## src/design/rcs_pkg.sv

```systemverilog
// shared constants and types for the rolling checksum chunk splitter
package rcs_pkg;

  // fixed field widths
  localparam int unsigned BYTE_W     = 8;
  localparam int unsigned CFG_W      = 24;
  localparam int unsigned CFG_IDX_W  = 2;
  localparam int unsigned MASK_BITS_W = 5;
  localparam int unsigned SUM_W      = 32;
  localparam int unsigned OUT_LEN_W  = 24;

  // default sizing
  localparam int unsigned DEFAULT_WINDOW_BYTES = 64;
  localparam int unsigned DEFAULT_LENGTH_BITS  = 24;

  // rollsum character offset
  localparam int unsigned CHAR_OFFSET = 31;

  // configuration register indexes
  localparam logic [CFG_IDX_W-1:0] CFG_MIN_SLICE  = 2'd0;
  localparam logic [CFG_IDX_W-1:0] CFG_MAX_SLICE  = 2'd1;
  localparam logic [CFG_IDX_W-1:0] CFG_SPLIT_MASK = 2'd2;

  // configuration reset values
  localparam logic [CFG_W-1:0]       MIN_SLICE_RESET  = 24'd65536;
  localparam logic [CFG_W-1:0]       MAX_SLICE_RESET  = 24'd10485760;
  localparam logic [MASK_BITS_W-1:0] SPLIT_MASK_RESET = 5'd18;

  // request from the splitter core to the window store
  typedef struct packed {
    logic              advance;
    logic              restart;
    logic [BYTE_W-1:0] data;
  } win_ctrl_t;

endpackage

```

## src/design/rcs_if.sv

```systemverilog
// valid/ready channel interfaces for input bytes and split results
interface rcs_in_if;
  logic       valid;
  logic       ready;
  logic [7:0] data_byte;
  logic       last_byte;

  modport source (output valid, output data_byte, output last_byte, input ready);
  modport sink   (input valid, input data_byte, input last_byte, output ready);
endinterface

interface rcs_out_if;
  logic        valid;
  logic        ready;
  logic        cut_before;
  logic [23:0] cut_length;
  logic        stream_end;
  logic [23:0] final_length;

  modport source (output valid, output cut_before, output cut_length,
                  output stream_end, output final_length, input ready);
  modport sink   (input valid, input cut_before, input cut_length,
                  input stream_end, input final_length, output ready);
endinterface

```

## src/design/rcs_window.sv

```systemverilog
// sliding byte window: memory with valid bits and a prefetched oldest byte
module rcs_window #(
  parameter int unsigned WINDOW_BYTES = rcs_pkg::DEFAULT_WINDOW_BYTES
) (
  input  logic              clk,
  input  logic              rst,
  input  rcs_pkg::win_ctrl_t ctrl,
  output logic [7:0]        drop_byte
);
  import rcs_pkg::*;

  localparam int unsigned IDX_W = (WINDOW_BYTES > 1) ? $clog2(WINDOW_BYTES) : 1;
  localparam logic [IDX_W-1:0] LAST_IDX = IDX_W'(WINDOW_BYTES - 1);

  logic [BYTE_W-1:0]       mem [WINDOW_BYTES];
  logic [WINDOW_BYTES-1:0] valid;
  logic [IDX_W-1:0]        idx;
  logic [IDX_W-1:0]        idx_inc;
  logic [IDX_W-1:0]        idx_next;
  logic [IDX_W-1:0]        rd_addr;
  logic [BYTE_W-1:0]       rd_data;

  // next position, wrapping at the window size
  assign idx_inc  = (idx == LAST_IDX) ? '0 : idx + IDX_W'(1);
  assign idx_next = ctrl.restart ? '0 : idx_inc;

  // read ahead the byte that the next request will drop
  assign rd_addr = ctrl.advance ? idx_next : idx;

  always_ff @(posedge clk) begin
    if (ctrl.advance) begin
      mem[idx] <= ctrl.data;
    end
    rd_data <= mem[rd_addr];
  end

  // position and valid bits
  always_ff @(posedge clk) begin
    if (rst) begin
      idx   <= '0;
      valid <= '0;
    end else if (ctrl.advance) begin
      idx <= idx_next;
      if (ctrl.restart) begin
        valid <= '0;
      end else begin
        valid[idx] <= 1'b1;
      end
    end
  end

  // never-written entries read as zero
  assign drop_byte = valid[idx] ? rd_data : '0;

endmodule

```

## src/design/rolling_checksum_chunk_splitter.sv

```systemverilog
// Content-defined chunk splitter: takes one stream byte per request and
// returns one result per byte. Throughput is one byte per clock unless the
// result side stalls; each byte passes an input register, then the rollsum
// update and cut decision into the result register. The window of WINDOW_BYTES
// bytes sits in a memory whose oldest byte is read ahead, so the update is one
// 32-bit add chain plus a masked compare. The stream is restarted after the
// byte flagged last. The user writes configuration through a plain write port
// only while no request is in flight (the block does not enforce it); index 0
// is the minimum slice length, 1 the maximum, 2 the mask bit count, 3 ignored.
module rolling_checksum_chunk_splitter #(
  parameter int unsigned WINDOW_BYTES = rcs_pkg::DEFAULT_WINDOW_BYTES,
  parameter int unsigned LENGTH_BITS  = rcs_pkg::DEFAULT_LENGTH_BITS
) (
  input  logic                         clk,
  input  logic                         rst,
  rcs_in_if.sink                       in,
  rcs_out_if.source                    out,
  input  logic                         cfg_write,
  input  logic [rcs_pkg::CFG_IDX_W-1:0] cfg_index,
  input  logic [rcs_pkg::CFG_W-1:0]    cfg_data
);
  import rcs_pkg::*;

  localparam int unsigned CMP_W = (LENGTH_BITS > CFG_W) ? LENGTH_BITS : CFG_W;
  localparam logic [LENGTH_BITS-1:0] LEN_MAX = '1;
  localparam logic [SUM_W-1:0] FIRST_INIT  = SUM_W'(WINDOW_BYTES * CHAR_OFFSET);
  localparam logic [SUM_W-1:0] SECOND_INIT =
    SUM_W'(WINDOW_BYTES * (WINDOW_BYTES - 1) * CHAR_OFFSET);

  // configuration registers
  logic [CFG_W-1:0]       min_slice_bytes;
  logic [CFG_W-1:0]       max_slice_bytes;
  logic [MASK_BITS_W-1:0] split_mask_bits;

  // input register
  logic              in_valid_q;
  logic [BYTE_W-1:0] in_data_q;
  logic              in_last_q;

  // stream state
  logic [SUM_W-1:0]       first_sum;
  logic [SUM_W-1:0]       second_sum;
  logic [LENGTH_BITS-1:0] slice_length;

  // result register
  logic                 out_valid;
  logic                 out_cut;
  logic [OUT_LEN_W-1:0] out_cut_len;
  logic                 out_end;
  logic [OUT_LEN_W-1:0] out_fin_len;

  // datapath
  logic                   advance;
  logic [BYTE_W-1:0]      drop_byte;
  win_ctrl_t              win_ctrl;
  logic [SUM_W-1:0]       first_sum_next;
  logic [SUM_W-1:0]       drop_term;
  logic [SUM_W-1:0]       second_sum_next;
  logic [SUM_W-1:0]       mask;
  logic                   content_hit;
  logic [CMP_W-1:0]       len_ext;
  logic [CMP_W-1:0]       min_ext;
  logic [CMP_W-1:0]       max_ext;
  logic                   cut;
  logic [LENGTH_BITS-1:0] len_inc;
  logic [LENGTH_BITS-1:0] slice_length_next;
  logic [CMP_W-1:0]       new_len_ext;

  // configuration writes
  always_ff @(posedge clk) begin
    if (rst) begin
      min_slice_bytes <= MIN_SLICE_RESET;
      max_slice_bytes <= MAX_SLICE_RESET;
      split_mask_bits <= SPLIT_MASK_RESET;
    end else if (cfg_write) begin
      unique case (cfg_index)
        CFG_MIN_SLICE:  min_slice_bytes <= cfg_data;
        CFG_MAX_SLICE:  max_slice_bytes <= cfg_data;
        CFG_SPLIT_MASK: split_mask_bits <= cfg_data[MASK_BITS_W-1:0];
        default: ;
      endcase
    end
  end

  // handshake: the core moves when the result register is free or drains
  assign advance  = in_valid_q && (!out_valid || out.ready);
  assign in.ready = !in_valid_q || advance;

  // input register
  always_ff @(posedge clk) begin
    if (rst) begin
      in_valid_q <= 1'b0;
    end else if (in.ready) begin
      in_valid_q <= in.valid;
    end
  end

  always_ff @(posedge clk) begin
    if (in.valid && in.ready) begin
      in_data_q <= in.data_byte;
      in_last_q <= in.last_byte;
    end
  end

  // window store
  assign win_ctrl.advance = advance;
  assign win_ctrl.restart = in_last_q;
  assign win_ctrl.data    = in_data_q;

  rcs_window #(
    .WINDOW_BYTES(WINDOW_BYTES)
  ) u_window (
    .clk      (clk),
    .rst      (rst),
    .ctrl     (win_ctrl),
    .drop_byte(drop_byte)
  );

  // rollsum update
  assign first_sum_next  = first_sum + SUM_W'(in_data_q) - SUM_W'(drop_byte);
  assign drop_term       = SUM_W'(WINDOW_BYTES) * (SUM_W'(drop_byte) + SUM_W'(CHAR_OFFSET));
  assign second_sum_next = second_sum + first_sum_next - drop_term;

  // content test on the low second-sum bits
  assign mask        = (SUM_W'(1) << split_mask_bits) - SUM_W'(1);
  assign content_hit = (second_sum_next & mask) == mask;

  // cut decision
  assign len_ext = CMP_W'(slice_length);
  assign min_ext = CMP_W'(min_slice_bytes);
  assign max_ext = CMP_W'(max_slice_bytes);
  assign cut     = (len_ext > min_ext) && ((len_ext >= max_ext) || content_hit);

  // saturating slice length
  assign len_inc           = (slice_length == LEN_MAX) ? LEN_MAX
                                                       : slice_length + LENGTH_BITS'(1);
  assign slice_length_next = cut ? LENGTH_BITS'(1) : len_inc;
  assign new_len_ext       = CMP_W'(slice_length_next);

  // stream state, back to its start after the last byte
  always_ff @(posedge clk) begin
    if (rst) begin
      first_sum    <= FIRST_INIT;
      second_sum   <= SECOND_INIT;
      slice_length <= '0;
    end else if (advance) begin
      if (in_last_q) begin
        first_sum    <= FIRST_INIT;
        second_sum   <= SECOND_INIT;
        slice_length <= '0;
      end else begin
        first_sum    <= first_sum_next;
        second_sum   <= second_sum_next;
        slice_length <= slice_length_next;
      end
    end
  end

  // result register
  always_ff @(posedge clk) begin
    if (rst) begin
      out_valid <= 1'b0;
    end else if (advance) begin
      out_valid <= 1'b1;
    end else if (out.ready) begin
      out_valid <= 1'b0;
    end
  end

  always_ff @(posedge clk) begin
    if (advance) begin
      out_cut     <= cut;
      out_cut_len <= cut ? len_ext[OUT_LEN_W-1:0] : '0;
      out_end     <= in_last_q;
      out_fin_len <= in_last_q ? new_len_ext[OUT_LEN_W-1:0] : '0;
    end
  end

  assign out.valid        = out_valid;
  assign out.cut_before   = out_cut;
  assign out.cut_length   = out_cut_len;
  assign out.stream_end   = out_end;
  assign out.final_length = out_fin_len;

endmodule
```

## src/flat_wrapper.sv

```systemverilog
// flat-port wrapper written by rule: the top's interface ports become plain ports
module rolling_checksum_chunk_splitter_flat import rcs_pkg::*;
#(
  parameter int unsigned WINDOW_BYTES = rcs_pkg::DEFAULT_WINDOW_BYTES,
  parameter int unsigned LENGTH_BITS  = rcs_pkg::DEFAULT_LENGTH_BITS
)
  (clk, rst, cfg_write, cfg_index, cfg_data, in_valid, in_data_byte, in_last_byte, in_ready, out_valid, out_cut_before, out_cut_length, out_stream_end, out_final_length, out_ready);
  rcs_in_if in_i ();
  rcs_out_if out_i ();
  input  logic clk;
  input  logic rst;
  input  logic cfg_write;
  input  logic [rcs_pkg::CFG_IDX_W-1:0] cfg_index;
  input  logic [rcs_pkg::CFG_W-1:0] cfg_data;
  input wire logic [$bits(in_i.valid)-1:0] in_valid;
  input wire logic [$bits(in_i.data_byte)-1:0] in_data_byte;
  input wire logic [$bits(in_i.last_byte)-1:0] in_last_byte;
  output wire logic [$bits(in_i.ready)-1:0] in_ready;
  output wire logic [$bits(out_i.valid)-1:0] out_valid;
  output wire logic [$bits(out_i.cut_before)-1:0] out_cut_before;
  output wire logic [$bits(out_i.cut_length)-1:0] out_cut_length;
  output wire logic [$bits(out_i.stream_end)-1:0] out_stream_end;
  output wire logic [$bits(out_i.final_length)-1:0] out_final_length;
  input wire logic [$bits(out_i.ready)-1:0] out_ready;
  assign in_i.valid = in_valid;
  assign in_i.data_byte = in_data_byte;
  assign in_i.last_byte = in_last_byte;
  assign in_ready = in_i.ready;
  assign out_valid = out_i.valid;
  assign out_cut_before = out_i.cut_before;
  assign out_cut_length = out_i.cut_length;
  assign out_stream_end = out_i.stream_end;
  assign out_final_length = out_i.final_length;
  assign out_i.ready = out_ready;
  rolling_checksum_chunk_splitter #(.WINDOW_BYTES(WINDOW_BYTES), .LENGTH_BITS(LENGTH_BITS)) u_core (.clk(clk), .rst(rst), .in(in_i), .out(out_i), .cfg_write(cfg_write), .cfg_index(cfg_index), .cfg_data(cfg_data));
endmodule
```

## config.mk

```make
export PLATFORM = sky130hd
export DESIGN_NAME = rolling_checksum_chunk_splitter_flat
export DESIGN_NICKNAME = d
export VERILOG_FILES = /design/src/design/rcs_pkg.sv /design/src/design/rcs_if.sv /design/src/design/rcs_window.sv /design/src/design/rolling_checksum_chunk_splitter.sv /design/src/flat_wrapper.sv
export SDC_FILE = /design/constraint.sdc
export NUM_CORES = 1
export LEC_CHECK = 0
export ABC_AREA = 1
export BUFFER_PORTS_ARGS = -buffer_cell sky130_fd_sc_hd__buf_2
export CAP_MARGIN = 40
export CORE_MARGIN = 4
export CORE_UTILIZATION = 55
export DETAILED_ROUTE_END_ITERATION = 8
export HOLD_SLACK_MARGIN = 0.15
export PLACE_DENSITY_LB_ADDON = 0.1
export SYNTH_ARGS = -nofsm -noshare
export SYNTH_HDL_FRONTEND = slang
export SYNTH_SLANG_ARGS = --single-unit
```

## constraint.sdc

```tcl
create_clock -name clk -period 7.03 [get_ports clk]
set_clock_uncertainty 0.05 [all_clocks]
set_input_delay 0.703 -clock clk [delete_from_list [all_inputs] [get_ports clk]]
set_output_delay 0.703 -clock clk [all_outputs]
set_load 0.01 [all_outputs]
```

==> results of run 1 <==
[path summary, 6_finish.rpt]
| kind | slack, ns | cells past startpoint | startpoint | end |
|---|---|---|---|---|
| setup / recovery | -0.08 | 47 | u_core.u_window.idx[1]$_SDFF_PP0_ | u_core.out.cut_length[10]$_SDFFCE_PN0P_ |
| hold / removal | 0.19 | 1 | in_last_byte | u_core.in_last_q$_DFFE_PP_ |
| setup reg to reg | -0.08 | 47 | u_core.u_window.idx[1]$_SDFF_PP0_ | u_core.out.cut_length[10]$_SDFFCE_PN0P_ |
| hold reg to reg | 0.41 | 2 | u_core.max_ext[5]$_SDFFE_PP0P_ | u_core.max_ext[5]$_SDFFE_PP0P_ |
[power breakdown]
group / leakage [uW] / total (uW) / internal, uW / switching [uW]
combinational: 0.00971 / 8340 / 3790 / 4550
sequential: 0.00692 / 5170 / 5100 / 66.2
clock: 0.00128 / 4220 / 2370 / 1850
[synthesized netlist by cell type, drive strengths merged (17+ instances only)]
cell type	count
a21oi	210
buf	49
clkbuf	129
dfxtp	219
edfxtp	571
fa	17
ha	136
inv	473
nand2	559
nand3	190
nand4	45
nor2	732
nor3	32
o211ai	72
o21ai	247
o21bai	71
o311ai	64
o32ai	64
xor2	27
[worst max-delay path: cells and delay by family (launching register included)]
kind / cells / cell delay, ns
simple gates: 20 / 1.76
fa+ha+maj: 4 / 1.70
buf+inv: 13 / 1.57
compound gates: 9 / 1.25
flops: 1 / 0.36
xor+xnor: 1 / 0.21
[area by class of cell]
| cell class | count | area (sq um) | area share |
|---|---|---|---|
| Multi-Input combinational cell | 2580 | 15300 | 0.333 |
| Inverter | 476 | 1830 | 0.0400 |
| Sequential cell | 790 | 21500 | 0.471 |
| Timing Repair Buffer | 430 | 3330 | 0.0727 |
| Clock inverter | 38 | 355 | 0.00777 |
| Tap cell | 931 | 1160 | 0.0255 |
| Clock buffer | 116 | 2280 | 0.0498 |
[logic make-up (layout without fill, tap and decap cells)]
group / after synthesis / count (layout)
simple gates: 1580 / 1581
compound gates: 803 / 803
flops: 790 / 790
buf+inv: 654 / 1060
fa+ha+maj: 153 / 153
xor+xnor: 43 / 43
[flip-flops by register name, summed over array words and instances (netlist names), 5 cells and up]
register,flops
u_core.u_window.valid,64
u_core.u_window.mem,512
u_core.min_ext,24
u_core.len_ext,24
u_core.in_data_q,8
u_core.u_window.rd_data,8
u_core.out.final_length,24
u_core.first_sum,31
u_core.out.cut_length,24
u_core.split_mask_bits,5
u_core.u_window.idx,6
u_core.second_sum,31
u_core.max_ext,24
[through the flow]
stage / utilization / instances / hold slack (ns) / power (uW) / cell area, sq um
finish: 0.667 / 5361 / 0.192 / 17700 / 45800
CTS: 0.649 / 5338 / 0.151 / 17100 / 44500
global placement: 0.597 / 5123 / 0.399 / 12400 / 40900
global route: 0.667 / 5361 / 0.164 / 18900 / 45800
floorplan: - / 4023 / 0.385 / 9240 / 38000
detailed placement: 0.603 / 5169 / 0.404 / 12500 / 41300
[per-layer routing]
layer,vias to the layer above,track usage,share of wire,wire (um)
met1,14600,0.399,0.44,45900
met2,985,0.438,0.46,48400
met4,0,0.0658,0.023,2430
met3,160,0.0461,0.070,7320
met5,-,0,0,0
li1,14500,-,-,-
[what timing repair did]
| item | in CTS | in global routing |
|---|---|---|
| hold buffers | 0 | 0 |
| resized for setup | 107 | 244 |
| setup endpoints to repair | 74 | 73 |
| cloned | 3 | 6 |
| setup buffers | 12 | 15 |
| pin swaps | 19 | 83 |
==> summary.txt, run 1 <==
Clock latency at the later pin of the worst-skew pair - 0.64 ns
Nets@finish - 4,554
Worst path required time - 7.47 ns
Gr usage total - 0.275
Mux cell area share after synthesis - 0
Xor and xnor area share after synthesis - 0.00991
Max IR drop VDD - 0.000428 V
Adder-cell share of the synthesized area - 0.0537
Num rows - 96
Slowest cell on the critical path - fa_1
Root buf cell - clkbuf_16
DP HPWL - 68.5 mm
Final Setup Violations - 35
Synth area leaders - edfxtp_1 (45%), dfxtp_1 (12%), nor2_1 (7.2%)
Post-synth top area cell - edfxtp_1
Antenna cell count - 0
Mapped Nets - 4,216
Fillers - 5,448
Clk pin slew, worst setup/hold paths - 0.06 ns
Yosys warning total - 0
Die height - 271 um
Synth Instances - 4,023
Violated checks - negative setup slack
Max Clock Freq - 0.141 GHz
Outcome - finished, violations left
Period utilization - 1.01
Max FO, Critical Path - 6
Mapped Area - 0.0380 sq mm
# IOs - 92
Fin crit period - 7.11 ns
Htree depth - 3
RSZ-0062 raised after global routing - yes
Min setup slack post-route - -0.0767 ns
FFs w/ async S/R, synth - 0
Share of cells above drive strength 1 - 0.188
Vias in the first global route - 28,400
Largest stage delay on the critical path - 0.59 ns
Clock Tree Buf Depth - 3
ANT nets after route - 0
Die width - 271 um
Seq/Total Area, Yosys - 0.567
DRT iter0 DRCs - 3,100
Vias - 30,300
Core footprint - 0.0686 sq mm
Setup TNS - -1.44 ns
Arr. time, crit path - 7.55 ns
Synth Area in Compound Gates - 0.133
Largest net degree at the start of global routing - 178
Pins Over Slew Limit - 0
Pwr Density - 387 mW/mm^2
Fin. Hold Viols - 0
Final WL - 104 mm
Drt wl/cell - 19.4 um
Residual DRC - 0
Total gr overflow - 0
Drt pass-1 iters - 6
Layout area overhead - 20.4%
Initial core utilization - 0.554
Gpl congestion - 0.935
Main combinational cell family by area after synthesis - simple AND/OR/NAND/NOR gates
Worst slew pin tran - 1.09 ns
Max cap viols - 0
Simple-Gate Fraction of Synth Area - 0.171
Total CTS buffers - 83
Highest-count cells in the layout ignoring fill and taps - nor2_1 (675), edfxtp_1 (571), nand2_1 (501), inv_1 (442), buf_4 (311)
Setup Crit Path Kind - reg -> reg
Worst setup SP type - flop
PortBufs - 91
Initial antenna violation count - 3
Rel. slew slack - 0.275
Pre-CTS setup slack - -0.911 ns
Number of synthesized flops with an enable pin - 571
Crit end category - flop
P_leak - 0.0179 uW
Die area - 0.0733 sq mm
Commonest non-fill, non-tap cell in the layout - nor2_1
Clk sink count - 790
Drt via density - 5.64
CTS tree - yes
Synth top area share - 0.451
First-pass GRT wire length - 160 mm
Mapped Avg Cell Area - 9.44 sq um
Post-synth cell types - 57
Hold crit path type - in -> reg
#FFs+latches synth - 790
Main synth FF type - edfxtp_1
No activity file was read; power rests on OpenSTA's default activity.
==> run 2: changes to the inputs <==
- CORE_MARGIN: 4 -> 2
==> summary.txt, run 2 (synthesis gave the netlist of run 1 again) <==
Die width - 267 um (was 271 um)
Period utilization - 1.01 (about the same)
Biggest register - u_core.u_window.mem (unchanged)
Drt pass-1 iters - 6 (unchanged)
Max reg flops - 512 (unchanged)
Die area - 0.0712 sq mm (was 0.0733 sq mm)
Final Setup Violations - 40 (was 35)
ANT nets after route - 0 (unchanged)
Worst slew pin tran - 0.914 ns (was 1.09 ns)
Largest net degree at the start of global routing - 147 (was 178)
Core footprint - 0.0685 sq mm (was 0.0686 sq mm)
Min setup slack post-route - -0.0561 ns (was -0.0767 ns)
Largest regs - u_core.u_window.mem: 512 flops, u_core.u_window.valid: 64 flops (unchanged)
Max IR drop VDD - 0.000455 V (was 0.000428 V)
First-pass GRT wire length - 159 mm (was 160 mm)
Highest-count cells in the layout ignoring fill and taps - nor2_1 (688), edfxtp_1 (571), nand2_1 (508), inv_1 (445), buf_4 (344) (was nor2_1 (675), edfxtp_1 (571), nand2_1 (501), inv_1 (442), buf_4 (311))
Worst setup SP type - flop (unchanged)
PortBufs - 91 (unchanged)
Total power - 18,600 uW (was 17,700 uW)
Grt met1 use - 0.416 (was 0.399)
Drt via density - 5.64 (about the same)
Total CTS buffers - 84 (was 83)
# IOs - 92 (unchanged)
Clock latency at the later pin of the worst-skew pair - 0.65 ns (was 0.64 ns)
Num rows - 96 (unchanged)
Drt wl/cell - 19.4 um (about the same)
Final WL - 104 mm (about the same)
Most common cell on crit path - nand2_2
Vias in the first global route - 28,600 (was 28,400)
Htree depth - 3 (unchanged)
Arr. time, crit path - 7.61 ns (was 7.55 ns)
Initial core utilization - 0.555 (was 0.554)
Nets@finish - 4,586 (was 4,554)
Design Area, Final - 0.0457 sq mm (was 0.0458 sq mm)
DRT iter0 DRCs - 2,896 (was 3,100)
Slowest cell on the critical path - fa_1 (unchanged)
Initial antenna violation count - 0 (was 3)
Die height - 267 um (was 271 um)
Top Usage Layer GRT - met2 (unchanged)
Setup Crit Path Kind - reg -> reg (unchanged)
Routing usage on met2 - 0.454 (was 0.438)
RSZ-0062 raised after global routing - yes (unchanged)
Pwr Density - 406 mW/mm^2 (was 387 mW/mm^2)
Max cap viols - 0 (unchanged)
Gpl congestion - 0.947 (was 0.935)
Clock Tree Buf Depth - 3 (unchanged)
Root buf cell - clkbuf_16 (unchanged)
Gr usage total - 0.289 (was 0.275)
Area of the multi-input gates - 0.0150 sq mm (was 0.0153 sq mm)
Total gr overflow - 0 (unchanged)
P_leak - 0.0181 uW (was 0.0179 uW)
Worst reg-to-reg setup slack - -0.06 ns (was -0.08 ns)
Fin. Hold Viols - 0 (unchanged)
Fillers - 5,429 (was 5,448)
Outcome - finished, violations left (unchanged)
Crit end category - flop (unchanged)
Clk pin slew, worst setup/hold paths - 0.06 ns (about the same)
Fin crit period - 7.09 ns (was 7.11 ns)
Max FO, Critical Path - 7 (was 6)
Violated checks - negative setup slack (unchanged)
Share of cells above drive strength 1 - 0.184 (was 0.188)
Vias - 30,100 (was 30,300)
Residual DRC - 0 (unchanged)
DP HPWL - 68.2 mm (was 68.5 mm)
Max Clock Freq - 0.141 GHz (about the same)
Placed cell count - 5,144 (was 5,169)
DP Area - 0.0415 sq mm (was 0.0413 sq mm)
Worst hold slack - 0.180 ns (was 0.192 ns)
Commonest non-fill, non-tap cell in the layout - nor2_1 (unchanged)
Rel. slew slack - 0.388 (was 0.275)
Post-Layout Cell Count - 5,344 (was 5,361)
Layout area overhead - 20.3% (was 20.4%)
Fin util - 0.668 (was 0.667)
Hold crit path type - in -> reg (unchanged)
Largest stage delay on the critical path - 0.51 ns (was 0.59 ns)
Worst path required time - 7.55 ns (was 7.47 ns)
Pins Over Slew Limit - 0 (unchanged)
GR Layer Usage met3 - 0.0454 (was 0.0461)
Storage cell area - 0.0215 sq mm (unchanged)
CTS tree - yes (unchanged)
Clk sink count - 790 (unchanged)
[run 2: cell type report]
cell class	count	area share
Multi-Input combinational cell	2579	0.328
Tap cell	882	0.0241
Timing Repair Buffer	462	0.0763
Clock buffer	105	0.0488
Antenna cell	1	0.0000547
Sequential cell	790	0.471
Clock inverter	49	0.0112
Inverter	476	0.0397
[run 2: repair_timing]
action | CTS | global route
setup buffers | 27 | 18
gates resized for setup | 106 | 178
pin swaps | 36 | 65
gates cloned | 0 | 1
hold buffers | 0 | 0
endpoints found under the setup margin | 73 | 75
[run 2: path summary, 6_finish.rpt]
check	start	end	cells past startpoint
min reg2reg	u_core.max_ext[5]$_SDFFE_PP0P_	u_core.max_ext[5]$_SDFFE_PP0P_	2
max	u_core.u_window.idx[0]$_SDFF_PP0_	u_core.len_ext[0]$_SDFFE_PP0P_	51
max reg2reg	u_core.u_window.idx[0]$_SDFF_PP0_	u_core.len_ext[0]$_SDFFE_PP0P_	51
min	in_data_byte[3]	u_core.in_data_q[3]$_DFFE_PP_	1
[run 2: per-stage QoR]
| step | setup slack [ns] | setup TNS (ns) |
|---|---|---|
| 2_1_floorplan | 0.159 | 0 |
| 3_3_place_gp | -0.686 | -45.04 |
| 3_5_place_dp | -0.778 | -51.75 |
| 4_1_cts | 0.000614 | 0 |
| 5_1_grt | -0.392 | -24.86 |
| 6_report | -0.0561 | -0.787 |
[run 2: per-layer routing]
metal | up-vias | routed length, um | part of all wire
li1 | 14600 | - | -
met1 | 14500 | 46800 | 0.45
met2 | 919 | 47700 | 0.46
met3 | 185 | 6580 | 0.063
met4 | 0 | 2850 | 0.027
met5 | - | 0 | 0
[run 2: critical path: cells and delay by family (launching register included)]
| family | cells | cell delay (ns) |
|---|---|---|
| simple gates | 27 | 2.58 |
| fa+ha+maj | 4 | 1.57 |
| buf+inv | 12 | 1.38 |
| compound gates | 7 | 0.92 |
| flops | 1 | 0.36 |
| xor+xnor | 1 | 0.17 |
[run 2: power by group]
part / switching (uW) / leakage [uW] / internal [uW]
clock: 1860 / 0.00133 / 2530
combinational: 4880 / 0.00985 / 4140
sequential: 65.8 / 0.00692 / 5100
total: 6810 / 0.0181 / 11800
